File: src/rtl/core/vss_pkg.sv
`timescale 1ns / 1ps
package vss_pkg;
    localparam int DEF_MAX_DIM     = 64;
    localparam int DEF_VALUE_WIDTH = 16;
    localparam int ELEM_W  = 16;
    localparam int SCORE_W = 48;
    localparam int CNT_W   = 7;
    localparam int DOT_W   = 40;
    localparam int DIFF_W  = 41;
    localparam int REG_IDX_W = 2;

    localparam logic [REG_IDX_W-1:0] REG_METRIC = 2'd0;
    localparam logic [REG_IDX_W-1:0] REG_DIM    = 2'd1;
    localparam logic [REG_IDX_W-1:0] REG_INV    = 2'd2;

    localparam logic [1:0] METRIC_COS = 2'd0;
    localparam logic [1:0] METRIC_L2  = 2'd1;

    localparam logic OP_REF_WRITE = 1'b0;

    typedef enum logic [2:0] {
        ST_IDLE,
        ST_ACC,
        ST_SQRT,
        ST_MUL,
        ST_DIV,
        ST_OUT
    } state_t;

    // row accumulator results handed to the finishing unit
    typedef struct packed {
        logic signed [DOT_W-1:0]  dot;
        logic        [DOT_W-1:0]  row_sq;
        logic        [DIFF_W-1:0] diff_sq;
        logic                     bad;
    } row_sum_t;
endpackage

File: src/rtl/core/vss_accum.sv
`timescale 1ns / 1ps
module vss_accum
    import vss_pkg::*;
#(
    parameter int MAX_DIM     = DEF_MAX_DIM,
    parameter int VALUE_WIDTH = DEF_VALUE_WIDTH
)
(
    input  logic                 clk,
    input  logic                 rst_n,
    input  logic                 wr_en,
    input  logic [5:0]           wr_idx,
    input  logic [ELEM_W-1:0]    wr_value,
    input  logic                 row_en,
    input  logic [ELEM_W-1:0]    row_value,
    input  logic                 row_null,
    input  logic                 row_last,
    input  logic [CNT_W-1:0]     dim_count,
    output logic                 done,
    output row_sum_t             sums
);
    localparam int VW    = (VALUE_WIDTH < 16) ? VALUE_WIDTH : 16;
    localparam int ADDR_W = (MAX_DIM > 1) ? $clog2(MAX_DIM) : 1;

    logic signed [ELEM_W-1:0] ref_mem [MAX_DIM];
    logic signed [ELEM_W-1:0] rd_data_reg;

    logic [CNT_W-1:0] cnt_reg, cnt_next;
    logic signed [DOT_W-1:0] dot_reg, dot_next;
    logic [DOT_W-1:0] rsq_reg, rsq_next;
    logic [DIFF_W-1:0] dsq_reg, dsq_next;
    logic stage_reg, use_reg, last_reg;
    logic [CNT_W-1:0] cnt_s_reg;
    logic signed [ELEM_W-1:0] val_reg;
    logic done_reg;
    row_sum_t sums_reg;

    logic signed [ELEM_W-1:0] val_ext;
    logic [CNT_W-1:0] rd_ptr;
    logic signed [ELEM_W:0] diff;
    logic signed [2*ELEM_W-1:0] p_dot, p_rsq;
    logic signed [2*ELEM_W+1:0] p_dsq;
    logic [CNT_W-1:0] cnt_sat;
    logic bad;
    logic signed [DOT_W-1:0] dot_sum;
    logic [DOT_W-1:0] rsq_sum;
    logic [DIFF_W-1:0] dsq_sum;

    function automatic logic signed [ELEM_W-1:0] sext(input logic [ELEM_W-1:0] raw);
        logic [ELEM_W-1:0] r;
        r = raw;
        for (int i = 0; i < ELEM_W; i++)
        begin
            if (i >= VW)
            begin
                r[i] = raw[VW-1];
            end
        end
        return r;
    endfunction

    assign val_ext = row_null ? '0 : sext(row_value);
    assign rd_ptr  = cnt_reg;

    always_ff @(posedge clk)
    begin
        if (wr_en && ({26'd0, wr_idx} < 32'(MAX_DIM)))
        begin
            ref_mem[wr_idx[ADDR_W-1:0]] <= sext(wr_value);
        end
        rd_data_reg <= ref_mem[rd_ptr[ADDR_W-1:0]];
    end

    assign diff  = {val_reg[ELEM_W-1], val_reg} - {rd_data_reg[ELEM_W-1], rd_data_reg};
    assign p_dot = val_reg * rd_data_reg;
    assign p_rsq = val_reg * val_reg;
    assign p_dsq = diff * diff;
    assign cnt_sat = (cnt_s_reg < 7'd127) ? cnt_s_reg + 7'd1 : 7'd127;

    always_comb
    begin
        dot_sum = dot_reg;
        rsq_sum = rsq_reg;
        dsq_sum = dsq_reg;
        cnt_next = cnt_reg;
        if (row_en)
        begin
            cnt_next = (cnt_reg < 7'd127) ? cnt_reg + 7'd1 : 7'd127;
        end
        if (stage_reg && use_reg)
        begin
            dot_sum = dot_reg + DOT_W'(p_dot);
            rsq_sum = rsq_reg + DOT_W'(unsigned'(p_rsq));
            dsq_sum = dsq_reg + DIFF_W'(unsigned'(p_dsq));
        end
        dot_next = dot_sum;
        rsq_next = rsq_sum;
        dsq_next = dsq_sum;
        if (stage_reg && last_reg)
        begin
            dot_next = '0;
            rsq_next = '0;
            dsq_next = '0;
            cnt_next = '0;
        end
    end

    assign bad = (dim_count == '0) || ({25'd0, dim_count} > 32'(MAX_DIM)) ||
                 (cnt_sat != dim_count);

    always_ff @(posedge clk or negedge rst_n)
    begin
        if (!rst_n)
        begin
            cnt_reg   <= '0;
            dot_reg   <= '0;
            rsq_reg   <= '0;
            dsq_reg   <= '0;
            stage_reg <= 1'b0;
            done_reg  <= 1'b0;
        end
        else
        begin
            cnt_reg   <= cnt_next;
            dot_reg   <= dot_next;
            rsq_reg   <= rsq_next;
            dsq_reg   <= dsq_next;
            stage_reg <= row_en;
            done_reg  <= stage_reg && last_reg;
        end
    end

    always_ff @(posedge clk)
    begin
        if (row_en)
        begin
            val_reg   <= val_ext;
            use_reg   <= (cnt_reg < dim_count) && ({25'd0, cnt_reg} < 32'(MAX_DIM));
            last_reg  <= row_last;
            cnt_s_reg <= cnt_reg;
        end
        if (stage_reg && last_reg)
        begin
            sums_reg.dot     <= dot_sum;
            sums_reg.row_sq  <= rsq_sum;
            sums_reg.diff_sq <= dsq_sum;
            sums_reg.bad     <= bad;
        end
    end

    assign done = done_reg;
    assign sums = sums_reg;
endmodule

File: config.mk
export PLATFORM = sky130hd
export DESIGN_NAME = vss_accum
export DESIGN_NICKNAME = d
export VERILOG_FILES = /design/src/rtl/core/vss_pkg.sv /design/src/rtl/core/vss_accum.sv
export SDC_FILE = /design/constraint.sdc
export NUM_CORES = 2
export LEC_CHECK = 0
export BUFFER_PORTS_ARGS = -buffer_cell sky130_fd_sc_hd__buf_2
export CORE_ASPECT_RATIO = 1.4
export CORE_UTILIZATION = 66
export CTS_BUF_LIST = sky130_fd_sc_hd__clkbuf_8
export DETAILED_ROUTE_END_ITERATION = 7
export PLACE_DENSITY = 0.82
export SLEW_MARGIN = 20
export SYNTH_ARGS = -nofsm -noshare
export SYNTH_HDL_FRONTEND = slang
export SYNTH_SLANG_ARGS = --single-unit
File: constraint.sdc
create_clock -name clk -period 12.1 [get_ports clk]
set_clock_uncertainty 0.15 [all_clocks]
set_input_delay 2.42 -clock clk [delete_from_list [all_inputs] [get_ports clk]]
set_output_delay 2.42 -clock clk [all_outputs]
set_load 0.1 [all_outputs]
[Yosys cells after proc, flatten, opt, wreduce, memory -nomap -nowiden]
Memory sizes are Yosys's and may differ from the RTL's. A register that Yosys moved wholly into a read port is not among the register bits.
Cells that the tools add are included.
Storage, ports and cells
  memories: 1
  output and inout port bits: 123
  bits in read-only memories: 0
  register bits: 277
  bits in writable memories: 1024
  latch bits: 0
Operators by class
  eq/ne operators: 1
  shift operators: 0
  reduce and logical (&&, ||, !) cells: 7
  divide/modulo/power cells: 0
  magnitude comparators: 5
  multiply operators: 3
  bitwise logic cells: 0
  multiplexer cells: 12
  add/sub/neg operators: 6
Memories
  ref_mem: depth 64, width 16, rd ports 1, clocked after memory_dff 1, wr ports 1, line vss_accum.sv:25  | logic signed [ELEM_W-1:0] ref_mem [MAX_DIM];
Operators by type and width (count)
  2-to-1 mux 40 bit: 4
  2-to-1 mux 41 bit: 2
  adder 40 x 32 -> 40 bit: 2
  multiplier 16 x 16 -> 32 bit: 2
  adder 41 x 34 -> 41 bit: 1
  multiplier 17 x 17 -> 34 bit: 1
  2-to-1 mux 7 bit: 4
  less-than comparator 7 bit (second input constant): 3
  subtractor 16 x 16 -> 17 bit: 1
  adder 7 x 1 -> 7 bit (second input constant): 2
  > comparator 7 bit (second input constant): 1
  zero test 7 bit: 1
  less-than comparator 7 bit: 1
  != test 7 bit: 1
  logical AND 1 bit: 3
  logical OR 1 bit: 2
  2-to-1 mux 1 bit: 2
  nonzero test 2 bit: 1

[Depth between registers and ports, before layout]
  depth after elaboration: 5
  depth in mapped cells: 48
  gate-level depth less buffers: 44

[Worst setup path after synthesis]
OpenSTA, ideal clock, no wires.
  kind: register -> register
  start point: register val_reg[0]
  end point: register sums_reg (netlist bit sums[36]) (data pin)
  setup slack: 1830 ps
  clock period less this slack: 10270 ps
  data arrival time: 9858 ps
  stages on the path, launching flop included: 47
  path buffers: 4
  required time: 11688 ps
  cell sequence: edfxtp_1 clkbuf_1 clkinv_1 clkbuf_1 ha_1 fa_1 nor2b_1 o21a_1 o21ai_2 a21oi_1 a311o_1 a31oi_4 nor2b_2 o31ai_4 inv_2 buf_6 nor2_1 fa_1 [11 not listed] a21o_1 a21o_1 a21oi_1 o21ai_0 or4_1 a31o_2 a21oi_2 xnor2_1 ha_1 clkbuf_1 a21o_1 a21oi_1 o21ai_0 nand2_1 nor2_1 a21oi_1 or3_1 nand2_1
On the way
  word-level cells in the longest chain between the ends: 4
RTL lines
  start, declared: line vss_accum.sv:34  | logic signed [ELEM_W-1:0] val_reg;
  start signal, assigned: line vss_accum.sv:137  | val_reg <= val_ext;
  subtractor 16 x 16 -> 17 bit: line vss_accum.sv:74  | assign diff = {val_reg[ELEM_W-1], val_reg} - {rd_data_reg[ELEM_W-1], rd_data_reg};
  multiplier 17 x 17 -> 34 bit: line vss_accum.sv:77  | assign p_dsq = diff * diff;
  adder 41 x 34 -> 41 bit: line vss_accum.sv:94  | dsq_sum = dsq_reg + DIFF_W'(unsigned'(p_dsq));
  2-to-1 mux 41 bit: line vss_accum.sv:90  | if (stage_reg && use_reg)
  via dsq_sum[35]: line vss_accum.sv:47  | logic [DIFF_W-1:0] dsq_sum;
  end, declared: line vss_accum.sv:36  | row_sum_t sums_reg;
The timed path passes the listed nets, and every way through them passes these cells.
A chain may end at the register's enable or synchronous reset.

[Worst setup path in the final report]
  start point: register rd_data_reg[2], read port of ref_mem
  end point: register sums_reg (netlist bit sums[38]) (data pin)
On the way
  word-level cells in the longest chain between the ends: 4
RTL lines
  start, declared: line vss_accum.sv:26  | logic signed [ELEM_W-1:0] rd_data_reg;
  subtractor 16 x 16 -> 17 bit: line vss_accum.sv:74
  multiplier 17 x 17 -> 34 bit: line vss_accum.sv:77
  adder 41 x 34 -> 41 bit: line vss_accum.sv:94
  2-to-1 mux 41 bit: line vss_accum.sv:90
  via dsq_sum[37]: line vss_accum.sv:47
The timed path passes the listed nets, and every way through them passes these cells.

==> metrics.csv <==
metric,value,unit
synthMuxAreaShare,7.35,%
grt_start_max_net_pins,141,
hold_violations,0,
arrival,11.74,ns
drive_gt1_share,12.5,%
post-cts-setup-buffer-count,0,
clock_path_buffers,3,
worstPathMaxFanout,24,
cts_tree,yes,
required,12.63,ns
htreeDepth,4,
ant_nets,0,
cpMostUsedCell,fa_1,
drt_first_iter_violations,5042,
globalRouteTotalUtil,35.0,%
cts_root_buf,clkbuf_8,
dieArea,131000,um2
whs_path_depth,2,
crit_buf_inv,6,
relSlewSlack,18.2,%
stdcell_count,8780,
synthXorXnorAreaFrac,2.07,%
synth-edff-count,1171,
clock_latency,0.97,ns
crit_path_start_kind,flip-flop,
finalCriticalPeriod,11.21,ns
fillers,8316,
hold_start,rsq_reg[31]$_DFF_PN0_,
synth_seq_cells,1317,
routed_wl,221000,um
synth-simple-area-share,7.06,%
cpPeakStageDelay,0.65,ns
nets,8249,
crit_family,adder cells,
synth-async-reset-ratio,9.87,%
synth_cells,6738,
synth_warnings,0,
synth_ff_type,edfxtp_1,
mostFrequentLayoutCells,"1171 x edfxtp_1, 1052 x inv_1, 840 x fa_1",
drt_first_pass_iters,6,
antenna_found_initial,14,
reg2reg_from,rd_data_reg[2]$_DFF_P_,
clkSinkCount,1317,
synth_top_family_by_area,adder cells,
largest_register_ffs,1024,
holdPathEnd,rsq_reg[31]$_DFF_PN0_,
fp.dieH,428,um
syn2layout_area_growth,7.94,%
port_buffers,173,
numCtsBuffers,190,
synthesis.area,85400,um2
ctsResizeCount,0,
clk_pin_slew,0.08,ns
fin_crit_sh,92.6,%
viasPerCell,6.21,
synth.distinct_cells,97,
setup_violations,0,
gp_congestion,0.931,
hpwl,157000,um
dp_cells,8418,
critical_path_class,flip-flop to flip-flop,
yosysSeqAreaShare,45.3,%
rsz0062_at_grt,false,
worst_pin_slew,1.23,ns
synth_nets,8025,
cts_hold_buf,0,
cp_slowest_cell,dfxtp_1,
r2r_slack,0.89,ns
layout_commonest_cell,edfxtp_1,
core_area,128000,um2
synth_compound_area_share,7.02,%
die_w,306,um
overflow,0,
worst_r2r_endpoint,sums[38]$_DFFE_PP_,
end_kind,flip-flop,
fmax,89.2,MHz
hold_class,flip-flop to flip-flop,
start_util,66.7,%
tns,0,ns
outcome,finished clean,
synth.avg_cell_area,12.7,um2
slew_viol_final,0,
synthAdderAreaFrac,25.5,%
max-cap-violations,0,
synth_top_area_cell,edfxtp_1,
drcViolationCount,0,
synth_top_area_share,41.2,%
io_pins,174,
grt_pass1_vias,58780,
grt_pass1_wl,338000,um
synth_area_leaders,"edfxtp_1 41%, fa_1 20%, ha_1 5.8%",
vias,54553,
r2r_cells,38,
fp-row-count,155,
wire_per_inst,25.2,um
==> layout make-up <==
type / count / area [um2] / area share, %
Multi-Input combinational cell: 4150 / 42000 / 45.5
Sequential cell: 1317 / 38700 / 42.0
Inverter: 1016 / 3820 / 4.14
Clock buffer: 197 / 2710 / 2.94
Tap cell: 1648 / 2060 / 2.24
Timing Repair Buffer: 287 / 1770 / 1.92
Clock inverter: 153 / 1100 / 1.20
Antenna cell: 12 / 30.0 / 0.0326
==> worst max path at each step <==
stage	slack (ns)	cells after the start	to	startpoint
finish	0.89	38	sums[38]$_DFFE_PP_	rd_data_reg[2]$_DFF_P_
global placement	1.18	43	sums[36]$_DFFE_PP_	rd_data_reg[2]$_DFF_P_
global route	0.17	43	dsq_reg[33]$_DFF_PN0_	rd_data_reg[1]$_DFF_P_
detailed placement	0.99	43	sums[38]$_DFFE_PP_	rd_data_reg[2]$_DFF_P_
CTS	0.93	43	sums[38]$_DFFE_PP_	rd_data_reg[2]$_DFF_P_
floorplan	1.83	46	sums[36]$_DFFE_PP_	val_reg[0]$_SDFFCE_PP0P_
==> per-stage QoR <==
stage / hold slack (ns) / utilization, % / cell area [um2] / setup slack (ns)
after floorplan: 0.299 / - / 85400 / 1.83
after global placement: 0.344 / 69.0 / 88300 / 1.18
after detailed placement: 0.361 / 69.0 / 88300 / 0.989
after CTS: 0.376 / 72.0 / 92200 / 0.932
after global routing: 0.404 / 72.0 / 92200 / 0.170
final: 0.371 / 72.0 / 92200 / 0.890
==> synth_stat cells (10+ instances only) <==
library cell and n:
buf_2 41, nand2_1 591, o21ai_1 10, clkbuf_1 193
buf_1 17, or3_1 14, mux4_2 144, xnor2_1 133
dfrtp_1 130, ha_1 396, dfxtp_1 16, o31ai_1 17
nand2b_1 33, a211oi_1 22, o22ai_1 66, o21a_1 22
edfxtp_1 1171, and3_1 28, mux2i_1 198, nand4_1 18
a31oi_1 23, nor2_1 341, inv_1 1004, mux2_2 92
nor4_1 10, o221ai_1 65, o21bai_1 18, fa_1 840
or2_2 11, a21oi_1 307, o21ai_0 186, xor2_1 64
nor2b_1 40, o211ai_1 14, nor3_1 35, nand3_1 54
and2_1 147, a21o_1 90
==> per-layer routing <==
layer	part of all wire (%)	up-vias	routed length, um	global-route usage, %
li1	-	23521	-	-
met1	33	27538	73400	38.7
met2	51	2681	112000	60.0
met3	7.2	805	16000	6.11
met4	8.9	8	19700	27.7
met5	0.026	-	57	0
==> logic make-up (layout without fill, tap and decap cells) <==
family,count (synthesis),count (layout)
and+or+nand+nor,1346,1346
DFF,1317,1317
buffers and inverters,1271,1653
adders and majority gates,1236,1236
AOI/OAI and AO/OA,934,934
muxes,435,435
xor gates and xnor gates,199,199
other,0,12
==> worst min-delay path: stages (launching register included) <==
cell	delay, ns
dfrtp_1	0.37
nand2_1	0.05
o21ai_0	0.06
Power is not shown: default switching activity piles up to over one toggle a cycle in this logic, so the estimate is an artifact.
