`config.mk`:
```
export PLATFORM = sky130hd
export DESIGN_NAME = vss_finish
export DESIGN_NICKNAME = d
export VERILOG_FILES = /design/src/rtl/core/vss_pkg.sv /design/src/rtl/core/vss_finish.sv
export SDC_FILE = /design/constraint.sdc
export NUM_CORES = 2
export LEC_CHECK = 0
export BUFFER_PORTS_ARGS = -buffer_cell sky130_fd_sc_hd__buf_2
export CAP_MARGIN = 30
export CELL_PAD_IN_SITES_DETAIL_PLACEMENT = 1
export CELL_PAD_IN_SITES_GLOBAL_PLACEMENT = 2
export CORE_AREA = 2 2 699 353
export CTS_BUF_LIST = sky130_fd_sc_hd__clkbuf_8
export CTS_CLUSTER_SIZE = 12
export DETAILED_ROUTE_END_ITERATION = 7
export DIE_AREA = 0 0 701 355
export PLACE_DENSITY_LB_ADDON = 0.1
export SLEW_MARGIN = 25
export SYNTH_ARGS = -nofsm -noshare
export SYNTH_HDL_FRONTEND = slang
export SYNTH_SLANG_ARGS = --single-unit
```
`constraint.sdc`:
```
create_clock -name clk -period 12.26 [get_ports clk]
set_input_delay 2.452 -clock clk [delete_from_list [all_inputs] [get_ports clk]]
set_output_delay 2.452 -clock clk [all_outputs]
set_load 0.01 [all_outputs]
```
`src/rtl/core/vss_pkg.sv`:
```
`timescale 1ns / 1ps
package vss_pkg;
    localparam int DEF_MAX_DIM     = 64;
    localparam int DEF_VALUE_WIDTH = 16;
    localparam int ELEM_W  = 16;
    localparam int SCORE_W = 48;
    localparam int CNT_W   = 7;
    localparam int DOT_W   = 40;
    localparam int DIFF_W  = 41;
    localparam int REG_IDX_W = 2;

    localparam logic [REG_IDX_W-1:0] REG_METRIC = 2'd0;
    localparam logic [REG_IDX_W-1:0] REG_DIM    = 2'd1;
    localparam logic [REG_IDX_W-1:0] REG_INV    = 2'd2;

    localparam logic [1:0] METRIC_COS = 2'd0;
    localparam logic [1:0] METRIC_L2  = 2'd1;

    localparam logic OP_REF_WRITE = 1'b0;

    typedef enum logic [2:0] {
        ST_IDLE,
        ST_ACC,
        ST_SQRT,
        ST_MUL,
        ST_DIV,
        ST_OUT
    } state_t;

    // row accumulator results handed to the finishing unit
    typedef struct packed {
        logic signed [DOT_W-1:0]  dot;
        logic        [DOT_W-1:0]  row_sq;
        logic        [DIFF_W-1:0] diff_sq;
        logic                     bad;
    } row_sum_t;
endpackage

```
`src/rtl/core/vss_finish.sv`:
```
`timescale 1ns / 1ps
module vss_finish
    import vss_pkg::*;
(
    input  logic                 clk,
    input  logic                 rst_n,
    input  logic                 start,
    input  row_sum_t             sums,
    input  logic [1:0]           metric,
    input  logic [31:0]          norm_recip,
    output logic                 busy,
    output logic                 res_valid,
    input  logic                 res_stall,
    output logic [SCORE_W-1:0]   res_score,
    output logic                 res_bad
);
    localparam int RAD_W = 64;
    localparam int ROOT_W = 32;
    localparam int PROD_W = 72;
    localparam int NUM_W  = 128;
    localparam logic [63:0] SMAX = 64'h0000_7FFF_FFFF_FFFF;

    state_t state_reg, state_next;
    logic [RAD_W-1:0] rad_reg;
    logic [RAD_W+1:0] rem_reg;
    logic [ROOT_W-1:0] root_reg;
    logic [5:0] step_reg;
    logic [1:0] metric_reg;
    logic neg_reg;
    logic [DOT_W-1:0] mag_reg;
    logic [31:0] inv_reg;
    logic [PROD_W-1:0] prod_reg;
    logic [NUM_W-1:0] quo_reg;
    logic [64:0] drem_reg;
    logic [6:0] bit_reg;
    logic [SCORE_W-1:0] score_reg;
    logic bad_reg;

    logic [RAD_W+1:0] trial;
    logic [RAD_W+1:0] rem_sh;
    logic [64:0] dsh;

    assign rem_sh = {rem_reg[RAD_W-1:0], rad_reg[RAD_W-1:RAD_W-2]};
    assign trial  = {32'd0, root_reg, 2'b01};
    assign dsh    = {drem_reg[63:0], quo_reg[NUM_W-1]};

    always_comb
    begin
        state_next = state_reg;
        case (state_reg)
            ST_IDLE:
            begin
                if (start)
                begin
                    if (sums.bad || (metric != METRIC_COS && metric != METRIC_L2))
                    begin
                        state_next = ST_OUT;
                    end
                    else
                    begin
                        state_next = ST_SQRT;
                    end
                end
            end
            ST_SQRT:
            begin
                if (step_reg == 6'd31)
                begin
                    state_next = (metric_reg == METRIC_COS) ? ST_MUL : ST_OUT;
                end
            end
            ST_MUL:
            begin
                state_next = (root_reg == '0) ? ST_OUT : ST_DIV;
            end
            ST_DIV:
            begin
                if (bit_reg == 7'd127)
                begin
                    state_next = ST_OUT;
                end
            end
            ST_OUT:
            begin
                if (!res_stall)
                begin
                    state_next = ST_IDLE;
                end
            end
            default: state_next = ST_IDLE;
        endcase
    end

    always_comb
    begin
        busy      = (state_reg != ST_IDLE);
        res_valid = (state_reg == ST_OUT);
    end

    always_ff @(posedge clk or negedge rst_n)
    begin
        if (!rst_n)
        begin
            state_reg <= ST_IDLE;
        end
        else
        begin
            state_reg <= state_next;
        end
    end

    always_ff @(posedge clk)
    begin
        case (state_reg)
            ST_IDLE:
            begin
                metric_reg <= metric;
                inv_reg    <= norm_recip;
                bad_reg    <= sums.bad;
                neg_reg    <= sums.dot[DOT_W-1];
                mag_reg    <= sums.dot[DOT_W-1] ? DOT_W'(-sums.dot) : sums.dot;
                rem_reg    <= '0;
                root_reg   <= '0;
                step_reg   <= '0;
                rad_reg    <= (metric == METRIC_COS) ? {8'd0, sums.row_sq, 16'd0}
                                                     : {7'd0, sums.diff_sq, 16'd0};
                if (sums.bad)
                begin
                    score_reg <= '0;
                end
                else
                begin
                    score_reg <= SCORE_W'(sums.dot);
                end
            end
            ST_SQRT:
            begin
                step_reg <= step_reg + 6'd1;
                rad_reg  <= {rad_reg[RAD_W-3:0], 2'b00};
                if (rem_sh >= trial)
                begin
                    rem_reg  <= rem_sh - trial;
                    root_reg <= {root_reg[ROOT_W-2:0], 1'b1};
                end
                else
                begin
                    rem_reg  <= rem_sh;
                    root_reg <= {root_reg[ROOT_W-2:0], 1'b0};
                end
                if (step_reg == 6'd31)
                begin
                    score_reg <= SCORE_W'({root_reg[ROOT_W-2:0], rem_sh >= trial});
                end
            end
            ST_MUL:
            begin
                prod_reg  <= PROD_W'(mag_reg) * PROD_W'(inv_reg);
                quo_reg   <= '0;
                drem_reg  <= '0;
                bit_reg   <= '0;
                score_reg <= '0;
            end
            ST_DIV:
            begin
                if (bit_reg == 7'd0)
                begin
                    // top numerator bit is zero, so the first step only shifts
                    quo_reg <= {55'd0, prod_reg, 1'b0};
                end
                else
                begin
                    if (dsh >= {33'd0, root_reg})
                    begin
                        drem_reg <= dsh - {33'd0, root_reg};
                        quo_reg  <= {quo_reg[NUM_W-2:0], 1'b1};
                    end
                    else
                    begin
                        drem_reg <= dsh;
                        quo_reg  <= {quo_reg[NUM_W-2:0], 1'b0};
                    end
                end
                bit_reg <= bit_reg + 7'd1;
            end
            ST_OUT:
            begin
                if (metric_reg == METRIC_COS && !bad_reg && root_reg != '0 &&
                    bit_reg == 7'd0)
                begin
                    // last quotient bit settled on the final divide step
                    bit_reg <= 7'd1;
                end
            end
            default:
            begin
            end
        endcase
    end

    // final divide bit folded in combinationally, then registered on the last divide step
    logic [NUM_W-1:0] quo_fin;
    always_comb
    begin
        quo_fin = (dsh >= {33'd0, root_reg}) ? {quo_reg[NUM_W-2:0], 1'b1}
                                             : {quo_reg[NUM_W-2:0], 1'b0};
    end

    logic div_path;
    logic [NUM_W-1:0] quo_out_reg;
    always_ff @(posedge clk or negedge rst_n)
    begin
        if (!rst_n)
        begin
            div_path <= 1'b0;
        end
        else if (state_reg == ST_DIV && bit_reg == 7'd127)
        begin
            div_path <= 1'b1;
        end
        else if (state_reg == ST_IDLE)
        begin
            div_path <= 1'b0;
        end
    end

    always_ff @(posedge clk)
    begin
        if (state_reg == ST_DIV && bit_reg == 7'd127)
        begin
            quo_out_reg <= quo_fin;
        end
    end

    logic [SCORE_W-1:0] cos_score;
    logic [63:0] qm;
    always_comb
    begin
        qm = quo_out_reg[63:0];
        if (quo_out_reg[NUM_W-1:64] != '0 || qm > SMAX)
        begin
            qm = SMAX;
        end
        cos_score = neg_reg ? SCORE_W'(-qm) : SCORE_W'(qm);
    end

    assign res_score = div_path ? cos_score : score_reg;
    assign res_bad   = bad_reg;
endmodule

```
# Word-level counts from Yosys, hierarchy flattened
# Index checks and enable logic that the tools add are counted.
word_totals:
  regBits: 693
  word_cells: 99
  output_inout_bits: 51
  input_bits: 160
classes:
  n_mux: 32
  n_mul: 1
  eq_ne: 13
  addsub: 6
  magnitude_cmp: 3
  n_reduce_logical: 26
ops:
  columns: ["op", "n"]
  rows:
  - ["$pmux 64 s2", 3]
  - ["$pmux 128 s2", 1]
  - ["$mux 48", 5]
  - ["$mux 64", 3]
  - ["$pmux 48 s3", 1]
  - ["$mux 128", 1]
  - ["$mul 40x32->72", 1]
  - ["$ge 66x34->1", 1]
  - ["$ge 65x32->1", 1]
  - ["$gt 64x47->1 const B", 1]
  - ["$pmux 32 s2", 1]
  - ["$reduce_bool 64->1", 1]
  - ["$sub 64x32->64", 1]
  - ["$sub 64x34->64", 1]
  - ["$mux 57", 1]
  - ["$neg 48->48", 1]
  - ["$neg 40->40", 1]
  - ["$mux 39", 1]
  - ["$logic_not 32->1", 1]
  - ["$reduce_bool 32->1", 1]
  - ["$pmux 7 s3", 1]
  - ["$mux 3", 6]
  - ["$pmux 3 s5", 1]
  - ["$pmux 6 s2", 1]
  - ["other kinds (20)", 44]

# Logic depth before layout (Yosys ltp)
logic_depth:
  depth_word: 6
  mapped_depth: 31
  mapped_depth_nobuf: 28

# Worst setup path before layout
# No wires, ideal clock.
synth_path:
  path_type: "register to register"
  startpoint: "reg mag_reg[14]"
  endpoint: "reg prod_reg[71] (data pin)"
  setup_time_ps: 267
  path_buffers: 2
  stages_incl_launch_ff: 28
  required_ps: 11993
  arrival_ps: 7800
  path_slack_ps: 4193
  synth_period_minus_slack_ps: 8067
  cell_sequence: "edfxtp_1 -> clkbuf_1 -> nand2_1 -> fa_1 -> inv_1 -> fa_1 -> inv_1 -> fa_1 -> fa_1 -> inv_1 -> fa_1 -> inv_1 -> fa_1 -> fa_1 -> inv_1 -> fa_1 -> ha_1 -> clkbuf_1 -> a21o_1 -> a221o_1 -> a221oi_2 -> a22oi_1 -> a211o_1 -> a21oi_2 -> o2111ai_1 -> a31oi_1 -> o311ai_0 -> xnor2_1"
synth_via:
  elab_chain_len: 1
synth_rtl:
  columns: ["item", "line_no", "source"]
  rows:
  - ["from (decl)", "vss_finish.sv:30", "logic [DOT_W-1:0] mag_reg;"]
  - ["from (signal assigned)", "vss_finish.sv:121", "mag_reg <= sums.dot[DOT_W-1] ? DOT_W'(-sums.dot) : sums.dot;"]
  - ["$mul 40x32->72", "vss_finish.sv:157", "prod_reg <= PROD_W'(mag_reg) * PROD_W'(inv_reg);"]
  - ["to (signal assigned)", "vss_finish.sv:157", null]
  - ["to (decl)", "vss_finish.sv:32", "logic [PROD_W-1:0] prod_reg;"]
# No other way between the ends.
# A chain may end at the register's enable or synchronous reset.

# Worst setup path in the final report
layout_path:
  startpoint: "reg mag_reg[18]"
  endpoint: "reg prod_reg[71] (data pin)"
# The elaborated chain is that of the path after synthesis.

==> impl_summary.md <==
Run status
The flow ran to the end, and the final reports show no timing, DRC or antenna violations.

Synth
The fraction of synthesis flops using an asynchronous set or reset pin is 0.5979%. The number of standard cells after synthesis is roughly 7400. During synthesis, Yosys emitted a total of 0 warnings. The total standard cell area after synthesis is 0.07262 mm².

The cell taking the most area after synthesis is sky130_fd_sc_hd__fa_1. The synthesized design contains about 670 enable-type register cells. The share of the Yosys chip area taken by registers is 27.64%. Ranked by total cell area, the synthesized netlist is headed by sky130_fd_sc_hd__fa_1 31%, sky130_fd_sc_hd__edfxtp_1 27%, sky130_fd_sc_hd__inv_1 6.8%. The number of storage elements in the synthesis netlist is 669. In this run the mean area of a mapped cell was ~9.8 µm². The fraction of post-synthesis cell area in the top cell type by area is 31.34%. Synthesis instantiated 76 different standard cells from the library. The number of nets in the synthesized netlist is 9026. The leading register cell type out of synthesis is sky130_fd_sc_hd__edfxtp_1.

Floorplanning
The area of the core is 0.2425 mm². The number of cell rows is 128. The floorplan die height is 355 µm. The full die area is about 0.25 mm². The initial core utilization is 29.95%. The floorplan die width is between 700 and 800 µm. During I/O placement, the number of pins put on the boundary was 211.

Setup path
The worst endpoint required time is about 13 ns. STA classifies the critical path endpoint as a register. The worst stage delay on the critical path is around 0.85 ns. The data arrival time of the critical path is 10.20 ns.

The cell at the slowest stage of the critical path is sky130_fd_sc_hd__edfxtp_1. The critical path is of the reg -> reg type. The worst setup path is launched from a register.

Along the worst path, the maximum fanout reaches 20. Counting stages on the worst path, the most repeated cell is sky130_fd_sc_hd__fa_1.

STA
Setup total negative slack on the finished layout was measured at 0 ns. The clock skew is 0.1836 ns. The number of hold-slack violations in the final timing report is 0. Headroom to the max-slew limit came out at 34.44%. Setup repair after global routing left no endpoint under its margin. For the pin with the worst max-slew slack, the measured transition is 0.9834 ns. Static timing analysis puts the maximum clock frequency at 104.3 MHz. Setup violations remaining at the end of the flow were counted as 0.

The number of max-slew violations in the final report is 0. Counting I/O delays and the setup requirement, the final critical path takes ~9.6 ns. The final cycle utilization of the critical path is 78.23%.

Drt
For this block, the routed nets add up to 250400 µm of wire. Using the TritonRoute via totals, the vias-per-cell ratio works out to ~4.8. The routed length per placed instance is 23.18 µm.

The pre-antenna-repair detailed-routing pass consisted of 7 iterations. The DRC violation total after the first TritonRoute iteration is 2619. The number of design rule violations left after detail routing is 0.

The total number of vias is 51450. The detail route stage leaves a number of antenna-violating nets equal to 0.

Place
Port buffering added 210 buffers. The detailed placer's ending HPWL is roughly 190000 µm. The congestion estimate from routability-driven global placement came to 0.7885.

Clock network
In this run, post-CTS repair resized a total of 0 instances. The clock latency of the later-clocked register in the worst-skew pair is ~0.95 ns. Buffers inserted during clock tree synthesis total 113. The worst-case clock buffer depth is 3. The number of H-tree branching levels is 3. Clock tree synthesis found a total of 669 sinks. The CTS tree is built. Clock-pin slew was measured on the worst setup and hold paths at 0.08 ns. For this design, the CTS-stage hold fixing added 0 buffers. The library cell used as clock root buffer is sky130_fd_sc_hd__clkbuf_8. The number of setup buffers added after CTS is 0.

Layout
The share of cells above drive strength 1 is 7.612%. The area growth from synthesis to layout is 9.884%. The net count of the finished layout is 9088. Leaving out fill and tap cells, the most frequent cells in the layout are 1341 x sky130_fd_sc_hd__inv_1, 1263 x sky130_fd_sc_hd__nand2_1, 1137 x sky130_fd_sc_hd__fa_1. For this run, the share of the core covered by cells in the final layout is between 30% and 40%. The most common cell after layout, fill and taps aside is sky130_fd_sc_hd__inv_1.

Global route
The via count of the first global-routing pass is 57310. The wire length of the first global-routing pass is 381400 µm. Across every metal layer, demand over resource in global routing totals ~20%.

The number of antenna violations at the first check in global routing is 22. Global routing finished with a remaining overflow of 0. Entering global routing, the biggest net connects 84 pins.

Flow run
The count of maximum capacitance violations is 0.

Worst hold path
In this run the worst hold path is classified as reg -> reg.
[metal layers]
layer | global-route usage [%] | wire length [µm]
met1 | 29.87 | 123800
met2 | 32.92 | 113400
met4 | 3.273 | 3896
met5 | 0 | 0
met3 | 2.372 | 9354
[critical path, delay by kind of cell (launching register included)]
kind                     cells  cell delay [ns]
AO/OA/AOI/OAI                9             2.61
AND/OR/NAND/NOR              2             0.34
buffers and inverters        6             0.75
flip-flops                   1             0.85
adder cells (fa/ha/maj)      9             4.53
XOR/XNOR                     1             0.15
[cell usage after synthesis, drive strengths merged, types with 131 or more instances]
| master | count |
|---|---|
| nor2 | 298 |
| edfxtp | 665 |
| a21o | 131 |
| nand2 | 1266 |
| fa | 1137 |
| o21ai | 167 |
| a21oi | 260 |
| xnor2 | 160 |
| and2 | 416 |
| inv | 1323 |
| ha | 342 |
| clkbuf | 386 |
[cell type report]
cell class | count | area (µm²)
timing repair buffer | 348 | 2217
tap | 3250 | 4066
inverter | 1323 | 4969
sequential | 669 | 20070
fill | 27570 | 162700
clock buffer | 113 | 1555
clock inverter | 94 | 723.2
multi-input combinational | 4994 | 46170
antenna | 13 | 32.53
[final timing paths]
check,from,slack [ns],cells after the start,endpoint
max in group asynchronous,rst_n,10.70,1,state_reg[2]$_DFFE_PN0P_
worst max-delay path,mag_reg[18]$_DFFE_PP_,2.67,27,prod_reg[71]$_DFFE_PP_
min in group asynchronous,rst_n,1.41,1,div_path$_DFFE_PN0P_
worst min-delay path,quo_reg[59]$_SDFFCE_PN0N_,0.39,0,quo_out_reg[60]$_DFFE_PP_
worst min register to register,quo_reg[59]$_SDFFCE_PN0N_,0.39,0,quo_out_reg[60]$_DFFE_PP_
worst max register to register,mag_reg[18]$_DFFE_PP_,2.67,27,prod_reg[71]$_DFFE_PP_
[logic make-up (layout without fill, tap and decap cells)]
kind of cell	Yosys count	in the layout	share of synthesized area [%]
DFF	669	669	27.64
xor gates and xnor gates	247	247	2.979
adders and majority gates	1479	1479	37.24
and+or+nand+nor	2415	2415	15.40
other	0	13	0
AOI/OAI and AO/OA	770	770	6.657
buffers and inverters	1724	1878	8.911
muxes	83	83	1.177
[stage by stage]
stage / std cells / setup WS (ns) / cell area (µm²) / hold WS, ns
after floorplan: 7387 / 4.193 / 72620 / 0.4174
after global placement: 10570 / 2.697 / 77300 / 0.4221
after detailed placement: 10580 / 2.618 / 77380 / 0.4257
after CTS: 10790 / 2.410 / 79660 / 0.3851
after global routing: 10800 / 2.124 / 79780 / 0.3996
final: 10800 / 2.669 / 79800 / 0.3931
Power is left out: the tool's default activity adds up to more than one toggle a clock period on the data nets, which glitch-free logic cannot reach.
